===== config.mk =====
export PLATFORM = sky130hd
export DESIGN_NAME = key_debounce_hid_report_builder
export DESIGN_NICKNAME = d
export VERILOG_FILES = /design/src/hdl/kdhr_pkg.sv /design/src/hdl/key_debounce_hid_report_builder.sv /design/src/hdl/kdhr_key_mem.sv
export SDC_FILE = /design/constraint.sdc
export NUM_CORES = 2
export LEC_CHECK = 0
export ABC_CLOCK_PERIOD_IN_PS = 13000
export BUFFER_PORTS_ARGS = -buffer_cell sky130_fd_sc_hd__clkbuf_2
export CELL_PAD_IN_SITES_DETAIL_PLACEMENT = 0
export CELL_PAD_IN_SITES_GLOBAL_PLACEMENT = 2
export CORE_AREA = 8 8 601 603
export DETAILED_ROUTE_END_ITERATION = 12
export DIE_AREA = 0 0 609 611
export PLACE_DENSITY_LB_ADDON = 0.1
export SLEW_MARGIN = 20
export SYNTH_ARGS = -nofsm -noshare
export SYNTH_HDL_FRONTEND = slang
export SYNTH_HIERARCHICAL = 1
export SYNTH_MEMORY_MAX_BITS = 65536
export SYNTH_SLANG_ARGS = --single-unit

===== constraint.sdc =====
create_clock -name clk_i -period 13 [get_ports clk_i]
set_input_delay 2.6 -clock clk_i [delete_from_list [all_inputs] [get_ports clk_i]]
set_output_delay 2.6 -clock clk_i [all_outputs]
set_load 0.1 [all_outputs]

===== src/hdl/kdhr_pkg.sv =====
// ----------------------------------------------------------------------------
// kdhr_pkg
// Shared types and constants for the key debounce and HID report builder:
// sample and report payloads, per-key memory entry, HID usage codes.
// ----------------------------------------------------------------------------
package kdhr_pkg;

  // default geometry
  localparam int unsigned SCANNED_KEYS = 120;
  localparam int unsigned REPORT_SLOTS = 6;
  localparam int unsigned MAX_SLOTS    = 6;

  // compare width for a key index against the key count (holds up to 511)
  localparam int unsigned KEY_CMP_W = 9;
  localparam int unsigned STAMP_W   = 32;
  localparam int unsigned FILL_W    = 3;

  // debounce register reset value in ms
  localparam logic [7:0] DEBOUNCE_RESET = 8'd10;

  // HID usage codes
  localparam logic [7:0] CODE_MOD_FIRST = 8'hE0;
  localparam logic [7:0] CODE_MOD_LAST  = 8'hE7;
  localparam logic [7:0] CODE_GUI_LEFT  = 8'hE3;
  localparam logic [7:0] CODE_SPACE     = 8'h2C;
  localparam logic [7:0] CODE_COMMA     = 8'h36;

  // one key sample
  typedef struct packed {
    logic [6:0]         key_pos;
    logic               raw_level;
    logic [7:0]         key_code;
    logic [STAMP_W-1:0] now_ms;
    logic               scan_end;
  } key_smp_t;

  // one boot report
  typedef struct packed {
    logic [7:0]        modifier_bits;
    logic [7:0]        slot_a;
    logic [7:0]        slot_b;
    logic [7:0]        slot_c;
    logic [7:0]        slot_d;
    logic [7:0]        slot_e;
    logic [7:0]        slot_f;
    logic [FILL_W-1:0] typed_count;
    logic              game_mode_now;
  } hid_rpt_t;

  // per-key debounce state held in memory
  typedef struct packed {
    logic               raw_seen;
    logic               stable_level;
    logic [STAMP_W-1:0] change_stamp;
    logic               was_pressed;
  } key_ent_t;

endpackage


===== src/hdl/key_debounce_hid_report_builder.sv =====
// A scan-end sample's report passes through the stage-one register and then the output register.
// Throughput: one sample per cycle; the per-key memory read-modify-write uses forwarding
// of the entry written in the same cycle as the next read.
// The input stalls only while a finished report waits on a stalled output.
// Reset: asynchronous, clears per-key valid bits, accumulators, game mode and the
// debounce register (10 ms); ready right after reset.
// ----------------------------------------------------------------------------
// key_debounce_hid_report_builder
// Debounces scanned keys from a per-key memory and builds HID boot reports,
// one report per scan.
// ----------------------------------------------------------------------------
module key_debounce_hid_report_builder #(
  parameter int unsigned ScannedKeys = kdhr_pkg::SCANNED_KEYS,
  parameter int unsigned ReportSlots = kdhr_pkg::REPORT_SLOTS
) (
  input  logic               clk_i,
  input  logic               rst_ni,
  input  logic               cfg_we_i,
  input  logic [7:0]         cfg_wdata_i,
  input  logic               in_valid_i,
  output logic               in_ready_o,
  input  kdhr_pkg::key_smp_t in_data_i,
  output logic               out_valid_o,
  input  logic               out_ready_i,
  output kdhr_pkg::hid_rpt_t out_data_o
);

  localparam int unsigned AddrW  = $clog2(ScannedKeys);
  localparam int unsigned CmpW   = kdhr_pkg::KEY_CMP_W;
  localparam int unsigned StampW = kdhr_pkg::STAMP_W;
  localparam int unsigned FillW  = kdhr_pkg::FILL_W;
  localparam int unsigned MaxSl  = kdhr_pkg::MAX_SLOTS;

  // debounce register
  logic [7:0] deb_q;

  always_ff @(posedge clk_i or negedge rst_ni) begin
    if (!rst_ni) begin
      deb_q <= kdhr_pkg::DEBOUNCE_RESET;
    end else if (cfg_we_i) begin
      deb_q <= cfg_wdata_i;
    end
  end

  // input decode
  logic             in_xfer;
  logic [CmpW-1:0]  in_idx;
  logic             in_deb;
  logic [AddrW-1:0] in_addr;

  assign in_xfer = in_valid_i && in_ready_o;
  assign in_idx  = CmpW'(in_data_i.key_pos);
  assign in_deb  = in_idx < CmpW'(ScannedKeys);
  assign in_addr = in_idx[AddrW-1:0];

  // stage one registers
  logic               s1_vld_q;
  kdhr_pkg::key_smp_t s1_q;
  logic               s1_adv;
  logic               fire;
  logic [CmpW-1:0]    s1_idx;
  logic               s1_deb;
  logic               s1_sp;
  logic [AddrW-1:0]   s1_addr;

  assign s1_idx  = CmpW'(s1_q.key_pos);
  assign s1_deb  = s1_idx < CmpW'(ScannedKeys);
  assign s1_sp   = s1_idx == CmpW'(ScannedKeys);
  assign s1_addr = s1_idx[AddrW-1:0];

  // stage advances unless a report has nowhere to go
  assign s1_adv     = !s1_q.scan_end || !out_valid_o || out_ready_i;
  assign fire       = s1_vld_q && s1_adv;
  assign in_ready_o = !s1_vld_q || s1_adv;

  always_ff @(posedge clk_i or negedge rst_ni) begin
    if (!rst_ni) begin
      s1_vld_q <= 1'b0;
    end else if (in_ready_o) begin
      s1_vld_q <= in_valid_i;
    end
  end

  always_ff @(posedge clk_i) begin
    if (in_xfer) begin
      s1_q <= in_data_i;
    end
  end

  // per-key memory
  kdhr_pkg::key_ent_t rd_data;
  kdhr_pkg::key_ent_t ent_nx;
  logic               wr_en;

  assign wr_en = fire && s1_deb;

  kdhr_key_mem #(
    .Depth (ScannedKeys),
    .AddrW (AddrW)
  ) u_key_mem (
    .clk_i     (clk_i),
    .rst_ni    (rst_ni),
    .rd_en_i   (in_xfer && in_deb),
    .rd_addr_i (in_addr),
    .rd_data_o (rd_data),
    .wr_en_i   (wr_en),
    .wr_addr_i (s1_addr),
    .wr_data_i (ent_nx)
  );

  // forwarding of an entry written at the edge it was read
  logic               fwd_hit_q;
  kdhr_pkg::key_ent_t fwd_data_q;

  always_ff @(posedge clk_i or negedge rst_ni) begin
    if (!rst_ni) begin
      fwd_hit_q <= 1'b0;
    end else if (in_ready_o) begin
      fwd_hit_q <= in_xfer && in_deb && wr_en && (in_addr == s1_addr);
    end
  end

  always_ff @(posedge clk_i) begin
    if (wr_en) begin
      fwd_data_q <= ent_nx;
    end
  end

  // accumulators
  logic             game_q;
  logic [7:0]       mod_q;
  logic [7:0]       slot_q [ReportSlots];
  logic [FillW-1:0] fill_q;
  logic [FillW-1:0] typed_q;
  logic             sp_was_q;

  // key step: debounce, press decode, report accumulation
  kdhr_pkg::key_ent_t ent;
  logic [StampW-1:0]  elapsed;
  logic               pressed;
  logic               prev_was;
  logic               skip;
  logic               take;
  logic               is_mod;
  logic               place;
  logic               was_nx;
  logic [7:0]         mod_nx;
  logic [7:0]         slot_nx [ReportSlots];
  logic [FillW-1:0]   fill_nx;
  logic [FillW-1:0]   typed_nx;
  logic               game_nx;

  always_comb begin
    ent     = fwd_hit_q ? fwd_data_q : rd_data;
    ent_nx  = ent;
    elapsed = s1_q.now_ms - ent.change_stamp;
    if (s1_q.raw_level != ent.raw_seen) begin
      ent_nx.raw_seen     = s1_q.raw_level;
      ent_nx.change_stamp = s1_q.now_ms;
    end else if (elapsed >= StampW'(deb_q)) begin
      ent_nx.stable_level = ent.raw_seen;
    end

    pressed  = s1_deb ? !ent_nx.stable_level : !s1_q.raw_level;
    prev_was = s1_deb ? ent.was_pressed : sp_was_q;
    skip     = game_q && (s1_q.key_code == kdhr_pkg::CODE_GUI_LEFT);
    take     = (s1_deb || s1_sp) && pressed && !skip;
    is_mod   = s1_q.key_code inside {[kdhr_pkg::CODE_MOD_FIRST : kdhr_pkg::CODE_MOD_LAST]};
    place    = take && !is_mod && (fill_q < FillW'(ReportSlots));

    // a pressed left gui in game mode keeps its previous-state bit
    was_nx           = (pressed && skip) ? prev_was : pressed;
    ent_nx.was_pressed = was_nx;

    mod_nx = mod_q;
    if (take && is_mod) begin
      mod_nx = mod_q | (8'd1 << s1_q.key_code[2:0]);
    end

    for (int k = 0; k < ReportSlots; k++) begin
      slot_nx[k] = slot_q[k];
      if (place && (fill_q == FillW'(k))) begin
        slot_nx[k] = s1_q.key_code;
      end
    end

    fill_nx  = place ? fill_q + FillW'(1) : fill_q;
    typed_nx = (place && !prev_was && (s1_q.key_code != kdhr_pkg::CODE_SPACE)) ?
               typed_q + FillW'(1) : typed_q;

    // ctrl-left with comma in the first slot flips game mode
    game_nx = game_q ^ (mod_nx[0] && (slot_nx[0] == kdhr_pkg::CODE_COMMA));
  end

  // accumulator and mode registers
  always_ff @(posedge clk_i or negedge rst_ni) begin
    if (!rst_ni) begin
      game_q   <= 1'b0;
      mod_q    <= '0;
      fill_q   <= '0;
      typed_q  <= '0;
      sp_was_q <= 1'b0;
      for (int k = 0; k < ReportSlots; k++) begin
        slot_q[k] <= '0;
      end
    end else if (fire) begin
      if (s1_sp) begin
        sp_was_q <= was_nx;
      end
      if (s1_q.scan_end) begin
        game_q  <= game_nx;
        mod_q   <= '0;
        fill_q  <= '0;
        typed_q <= '0;
        for (int k = 0; k < ReportSlots; k++) begin
          slot_q[k] <= '0;
        end
      end else begin
        mod_q   <= mod_nx;
        fill_q  <= fill_nx;
        typed_q <= typed_nx;
        for (int k = 0; k < ReportSlots; k++) begin
          slot_q[k] <= slot_nx[k];
        end
      end
    end
  end

  // report slots, zero above the configured slot count
  logic [7:0] rpt_slot [MaxSl];

  for (genvar g = 0; g < MaxSl; g++) begin : g_slot
    if (g < ReportSlots) begin : g_used
      assign rpt_slot[g] = slot_nx[g];
    end else begin : g_zero
      assign rpt_slot[g] = '0;
    end
  end

  kdhr_pkg::hid_rpt_t rpt;

  always_comb begin
    rpt.modifier_bits = mod_nx;
    rpt.slot_a        = rpt_slot[0];
    rpt.slot_b        = rpt_slot[1];
    rpt.slot_c        = rpt_slot[2];
    rpt.slot_d        = rpt_slot[3];
    rpt.slot_e        = rpt_slot[4];
    rpt.slot_f        = rpt_slot[5];
    rpt.typed_count   = typed_nx;
    rpt.game_mode_now = game_nx;
  end

  // output register
  logic               out_vld_q;
  kdhr_pkg::hid_rpt_t out_q;

  always_ff @(posedge clk_i or negedge rst_ni) begin
    if (!rst_ni) begin
      out_vld_q <= 1'b0;
    end else if (fire && s1_q.scan_end) begin
      out_vld_q <= 1'b1;
    end else if (out_ready_i) begin
      out_vld_q <= 1'b0;
    end
  end

  always_ff @(posedge clk_i) begin
    if (fire && s1_q.scan_end) begin
      out_q <= rpt;
    end
  end

  assign out_valid_o = out_vld_q;
  assign out_data_o  = out_q;

endmodule


===== src/hdl/kdhr_key_mem.sv =====
// ----------------------------------------------------------------------------
// kdhr_key_mem
// Per-key state memory: one write port, one read port with registered data.
// An entry never written since reset reads as all zero via its valid bit.
// ----------------------------------------------------------------------------
module kdhr_key_mem #(
  parameter int unsigned Depth = kdhr_pkg::SCANNED_KEYS,
  parameter int unsigned AddrW = $clog2(Depth)
) (
  input  logic                clk_i,
  input  logic                rst_ni,
  input  logic                rd_en_i,
  input  logic [AddrW-1:0]    rd_addr_i,
  output kdhr_pkg::key_ent_t  rd_data_o,
  input  logic                wr_en_i,
  input  logic [AddrW-1:0]    wr_addr_i,
  input  kdhr_pkg::key_ent_t  wr_data_i
);

  kdhr_pkg::key_ent_t mem_q [Depth];
  kdhr_pkg::key_ent_t rd_data_q;
  logic [Depth-1:0]   vld_q;
  logic               rd_vld_q;

  // entry valid bits, cleared at reset
  always_ff @(posedge clk_i or negedge rst_ni) begin
    if (!rst_ni) begin
      vld_q <= '0;
    end else if (wr_en_i) begin
      vld_q[wr_addr_i] <= 1'b1;
    end
  end

  // storage array
  always_ff @(posedge clk_i) begin
    if (wr_en_i) begin
      mem_q[wr_addr_i] <= wr_data_i;
    end
  end

  // registered read data
  always_ff @(posedge clk_i) begin
    if (rd_en_i) begin
      rd_data_q <= mem_q[rd_addr_i];
    end
  end

  // registered valid for the read entry
  always_ff @(posedge clk_i or negedge rst_ni) begin
    if (!rst_ni) begin
      rd_vld_q <= 1'b0;
    end else if (rd_en_i) begin
      rd_vld_q <= vld_q[rd_addr_i];
    end
  end

  assign rd_data_o = rd_vld_q ? rd_data_q : '0;

endmodule


Yosys cells after proc, flatten, opt, wreduce, memory -nomap -nowiden. Memory sizes are Yosys's and may differ from the RTL's. A register that Yosys moved wholly into a read port is not among the register bits. Cells that the tools add are included.

Equal/unequal tests: 11. Muxes and demuxes: 30. Reductions and logical operators: 43. Add/subtract/negate cells: 3. Bitwise gates (word level): 3. $lt $le $gt $ge: 9. Shift-type cells: 1.

Operators by type and width (number): $or 120x120->120 (1); $mux 35 (2); $mux 8 (8); $mux 48 (1); $ge 32x8->1 (1); $mux 32 (1); $sub 32x32->32 (1); $logic_and 1x1->1 (25); $lt 7x8->1 const B (2); $lt 7x7->1 const B (2); $mux 1 (12); $mux 3 (4); $eq 8x6->1 const B (1); $eq 8x8->1 const B (1); $ge 8x8->1 const B (1); $le 8x8->1 const B (1); $logic_not 1->1 (8); $ne 8x6->1 const B (1); $or 8x8->8 (1); $shl 1x3->8 const A (1); $bmux 1 s7 (1); $demux 1 s7 (1); $eq 7x7->1 (1); $eq 7x7->1 const B (1); other kinds (12) (21).

Memories kept: 1. Register bits: 340. Input bits: 62. RAM bits: 4200. Output and inout port bits: 62. Logic and storage cells: 136.

Memory list: u_key_mem.mem_q (depth 120, bits a word 35, read ports 1, clocked after Yosys merged registers in 1, write ports 1, RTL line kdhr_key_mem.sv:20) `kdhr_pkg::key_ent_t mem_q [Depth];`.

Depth between registers and ports, before layout.
Word-level depth: 17. Mapped depth: 23. Depth with buffers taken out: 21.

Hierarchy. The synthesis kept the hierarchy.

By module, submodules not included: kdhr_key_mem (instances 1, area an instance 167215.4 um2, sequential area each 130199.9 um2, cells an instance 7156); key_debounce_hid_report_builder (instances 1, area an instance 11412.2 um2, sequential area each 6203.4 um2, cells an instance 1009).

Worst setup path before layout. Ideal clock, no wire load.

Kind: reg2reg. Start: register fwd_hit_q. End: register fwd_data_q[0] (netlist name) (data pin). Arrival time: 9.297 ns. Buffers on the path: 2. Setup slack: 2.521 ns. Library setup time: 1.182 ns. Period minus slack after synthesis: 10.479 ns. Stages on the path, launching flop included: 20. Cells stage by stage: dfrtp_1 clkbuf_1 buf_1 mux2i_1 ha_1 a21o_1 a21oi_2 nand2_1 xor2_1 ha_1 o21ai_0 o22ai_1 o32ai_1 nand4_1 nor4_1 and4_1 nand4_1 o21ai_0 a2bb2oi_1 a211oi_1.

RTL lines: start, declared (RTL line key_debounce_hid_report_builder.sv:112) `logic fwd_hit_q;`; start signal, assigned (RTL line key_debounce_hid_report_builder.sv:119) `fwd_hit_q <= in_xfer && in_deb && wr_en && (in_addr == s1_addr);`; end signal, assigned (RTL line key_debounce_hid_report_builder.sv:125) `fwd_data_q <= ent_nx;`; end, declared (RTL line key_debounce_hid_report_builder.sv:113) `kdhr_pkg::key_ent_t fwd_data_q;`.

==> results.json <==
{
  "maxCapViolations": 0,
  "initial_core_util_pct": 50.85,
  "grt_overflow": 0,
  "via_per_inst": 6.550,
  "yosysSeqAreaShare_pct": 76.36,
  "fin_nets": 8774,
  "clkTransAtPathRegs_ns": 0.06,
  "die_x_um": 609,
  "cts_tree": "done",
  "fp.dieH_um": 611,
  "leakage_nw": 64.95,
  "worst_skew_pair.late_latency_ns": 1.01,
  "cts.sinks": 4575,
  "drive_gt1_share_pct": 29.23,
  "grt_pass1_vias": 89160,
  "async_flop_share_pct": 4.284,
  "setup_viol": 0,
  "finClkSkew_ns": 0.07164,
  "drc": 0,
  "dr.pass1.iters": 8,
  "areaGrowthSynthToFinish_pct": 12.80,
  "dp_cells": 12810,
  "period_needed_ns": 7.400,
  "cts-hold-fix-buffers": 0,
  "final-hold-violation-count": 0,
  "setup_tns_ns": 0,
  "hold_path_class": "flop to flop",
  "crit_type": "flop to flop",
  "wire_per_inst_um": 38.88,
  "fin_hold_ws_ns": 0.4598,
  "ys_types": 96,
  "fill_cells": 25760,
  "post_cts_resized": 0,
  "cp-start-kind": "flop",
  "root_buffer": "clkbuf_16",
  "total_power_w": 0.03322,
  "cp_data_required_time_ns": 13.66,
  "rows": 218,
  "synth_edf_count": 4379,
  "netlist_area_mm2": 0.1786,
  "core_region_area_mm2": 0.3513,
  "synth-seq-cells": 4575,
  "crit_path_max_fanout": 111,
  "io_buffers": 123,
  "grt_max_degree": 112,
  "yosysTopAreaCell": "edfxtp_1",
  "synth_top_cells_by_area": "edfxtp_1 74%, mux4_2 14%, dfrtp_1 2.7%",
  "syn_nets": 8277,
  "worstPathArrival_ns": 8.06,
  "vias": 89660,
  "outcome": "complete, no violations",
  "htreeDepth": 5,
  "avgSynthCellArea_um2": 21.88,
  "dp_hpwl_um": 298700,
  "cts_inserted_buffers": 465,
  "slew_headroom_pct": 7.598,
  "drtAntennaViolNets": 0,
  "ys_warn_count": 6,
  "grt_pass1_wl_um": 730500,
  "gp_congestion": 0.8358,
  "synth_commonest_cells": "4,379 x edfxtp_1, 1,140 x mux4_2, 279 x nand2_1, 258 x nor2_1, 234 x mux2i_1",
  "syn_inst": 8165,
  "worst_pin_slew_ns": 1.372,
  "grt_usage_pct": 28.20,
  "design.die.area_mm2": 0.3721,
  "synth_ff_type": "edfxtp_1",
  "irDropWorstVdd_mv": 0.1450,
  "fmax_mhz": 135.1,
  "num_io_pins": 124,
  "netlist.area_leader.share_pct": 73.61,
  "rsz0062_at_grt": "no",
  "fin_crit_sh_pct": 56.92,
  "cts_setup_buffers": 0,
  "antenna_found_initial": 38,
  "fin_cells": 13690,
  "cp-end-kind": "flop",
  "cts_buffer_depth": 4,
  "wirelength_um": 532200,
  "p_per_area_mw_per_mm2": 164.9,
  "slew_viol_final": 0,
  "yosysMostFrequentCell": "edfxtp_1",
  "drtIter0Drc": 11570
}
==> worst paths after layout <==
kind | slack [ns] | start | cells after the start | endpoint
worst max-delay path | 5.60 | u_key_mem/rd_vld_q | 20 | u_key_mem/mem_q[12][0]
worst min-delay path | 0.46 | u_key_mem/vld_q[13] | 1 | u_key_mem/vld_q[13]
worst max register to register | 5.60 | u_key_mem/rd_vld_q | 20 | u_key_mem/mem_q[12][0]
worst min register to register | 0.46 | u_key_mem/vld_q[13] | 1 | u_key_mem/vld_q[13]
max in group asynchronous | 9.76 | rst_ni | 2 | u_key_mem/vld_q[12]
min in group asynchronous | 1.58 | rst_ni | 1 | slot_q[16]
==> registers in the layout (all words and copies together), names as in the netlist, 3 cells and up <==
signal	cells
deb_q	8
fill_q	3
fwd_data_q	35
mod_q	8
out_data_o	60
s1_addr	7
s1_q	42
slot_q	48
typed_q	3
u_key_mem/mem_q	4200
u_key_mem/rd_data_q	35
u_key_mem/vld_q	120
==> cell usage in the layout (no fill, tap or decap), types with 32 or more instances in the layout <==
cell type / n
ha_1: 48
clkbuf_1: 120
o21ai_0: 153
mux2_2: 60
clkbuf_16: 469
edfxtp_1: 4379
and2_1: 49
bufinv_16: 37
clkbuf_2: 115
a22oi_1: 89
buf_4: 312
clkinv_2: 79
a21oi_1: 107
mux4_1: 41
nand4_1: 34
a31oi_1: 43
nor2_4: 116
dfrtp_1: 193
a21oi_4: 32
nand2_1: 276
mux4_2: 1140
nor2_1: 139
clkinv_1: 85
mux2i_1: 234
nand3_1: 40
or2_2: 125
==> cell families (layout without fill, tap and decap cells) <==
logic type / after synthesis / count (layout) / share of synthesized area, %
AO/OA/AOI/OAI: 660 / 660 / 2.450
other: 0 / 22 / 0
adder cells (fa/ha/maj): 50 / 50 / 0.3544
buffers and inverters: 463 / 1345 / 1.593
flip-flops: 4575 / 4575 / 76.36
multiplexers: 1476 / 1476 / 16.68
AND/OR/NAND/NOR: 915 / 915 / 2.435
XOR/XNOR: 26 / 26 / 0.1275
==> metal layers <==
metal	vias to the layer above	wire length [um]	part of all wire [%]	track usage, %
met3	772	47080	8.8	5.413
met1	49480	210200	39	39.30
met4	18	20120	3.8	9.365
met5	-	101	0.019	0
met2	4060	254700	48	45.36
li1	35340	-	-	-
==> worst max-delay path: stages (launching register included) <==
cell,delay [ns]
dfrtp_1,0.74
and2_1,0.33
mux2_2,0.29
ha_1,0.21
fa_1,0.43
and2b_2,0.27
o2111ai_4,0.17
nand2_1,0.15
xor2_1,0.19
ha_1,0.26
o21ai_0,0.25
o22ai_1,0.10
o32ai_1,0.33
nand4_1,0.15
nor4_1,0.24
and4_1,0.31
nand4_1,0.32
o21ai_0,0.70
a2bb2oi_1,0.25
a211oi_4,0.50
buf_6,0.70
==> power by group <==
group	total, W	switching [W]	internal, W
Sequential	0.0172	0.000128	0.0170
Clock	0.0131	0.00564	0.00747
Combinational	0.00297	0.00217	0.000801
Total	0.0332	0.00793	0.0253
==> area by class of cell <==
type                    instances  area [um^2]  area share (%)
clock inverters               244         2416           1.199
multi-input cells            3127        40800           20.25
well taps                    4620         5781           2.869
flip-flops and latches       4575       136400           67.70
inverters                      36        153.9         0.07638
clock buffers                 608        12450           6.178
repair buffers                457         3435           1.705
diodes                         22        55.05         0.02732
==> per-stage QoR <==
step	worst slack, ns	utilization, %	area [um^2]
after floorplan	2.521	-	178600
after global placement	4.748	53.05	186400
after detailed placement	5.320	53.08	186500
after CTS	5.259	57.31	201400
after global routing	5.161	57.34	201500
final	5.600	57.35	201500
No activity file was read; power rests on OpenSTA's default activity.
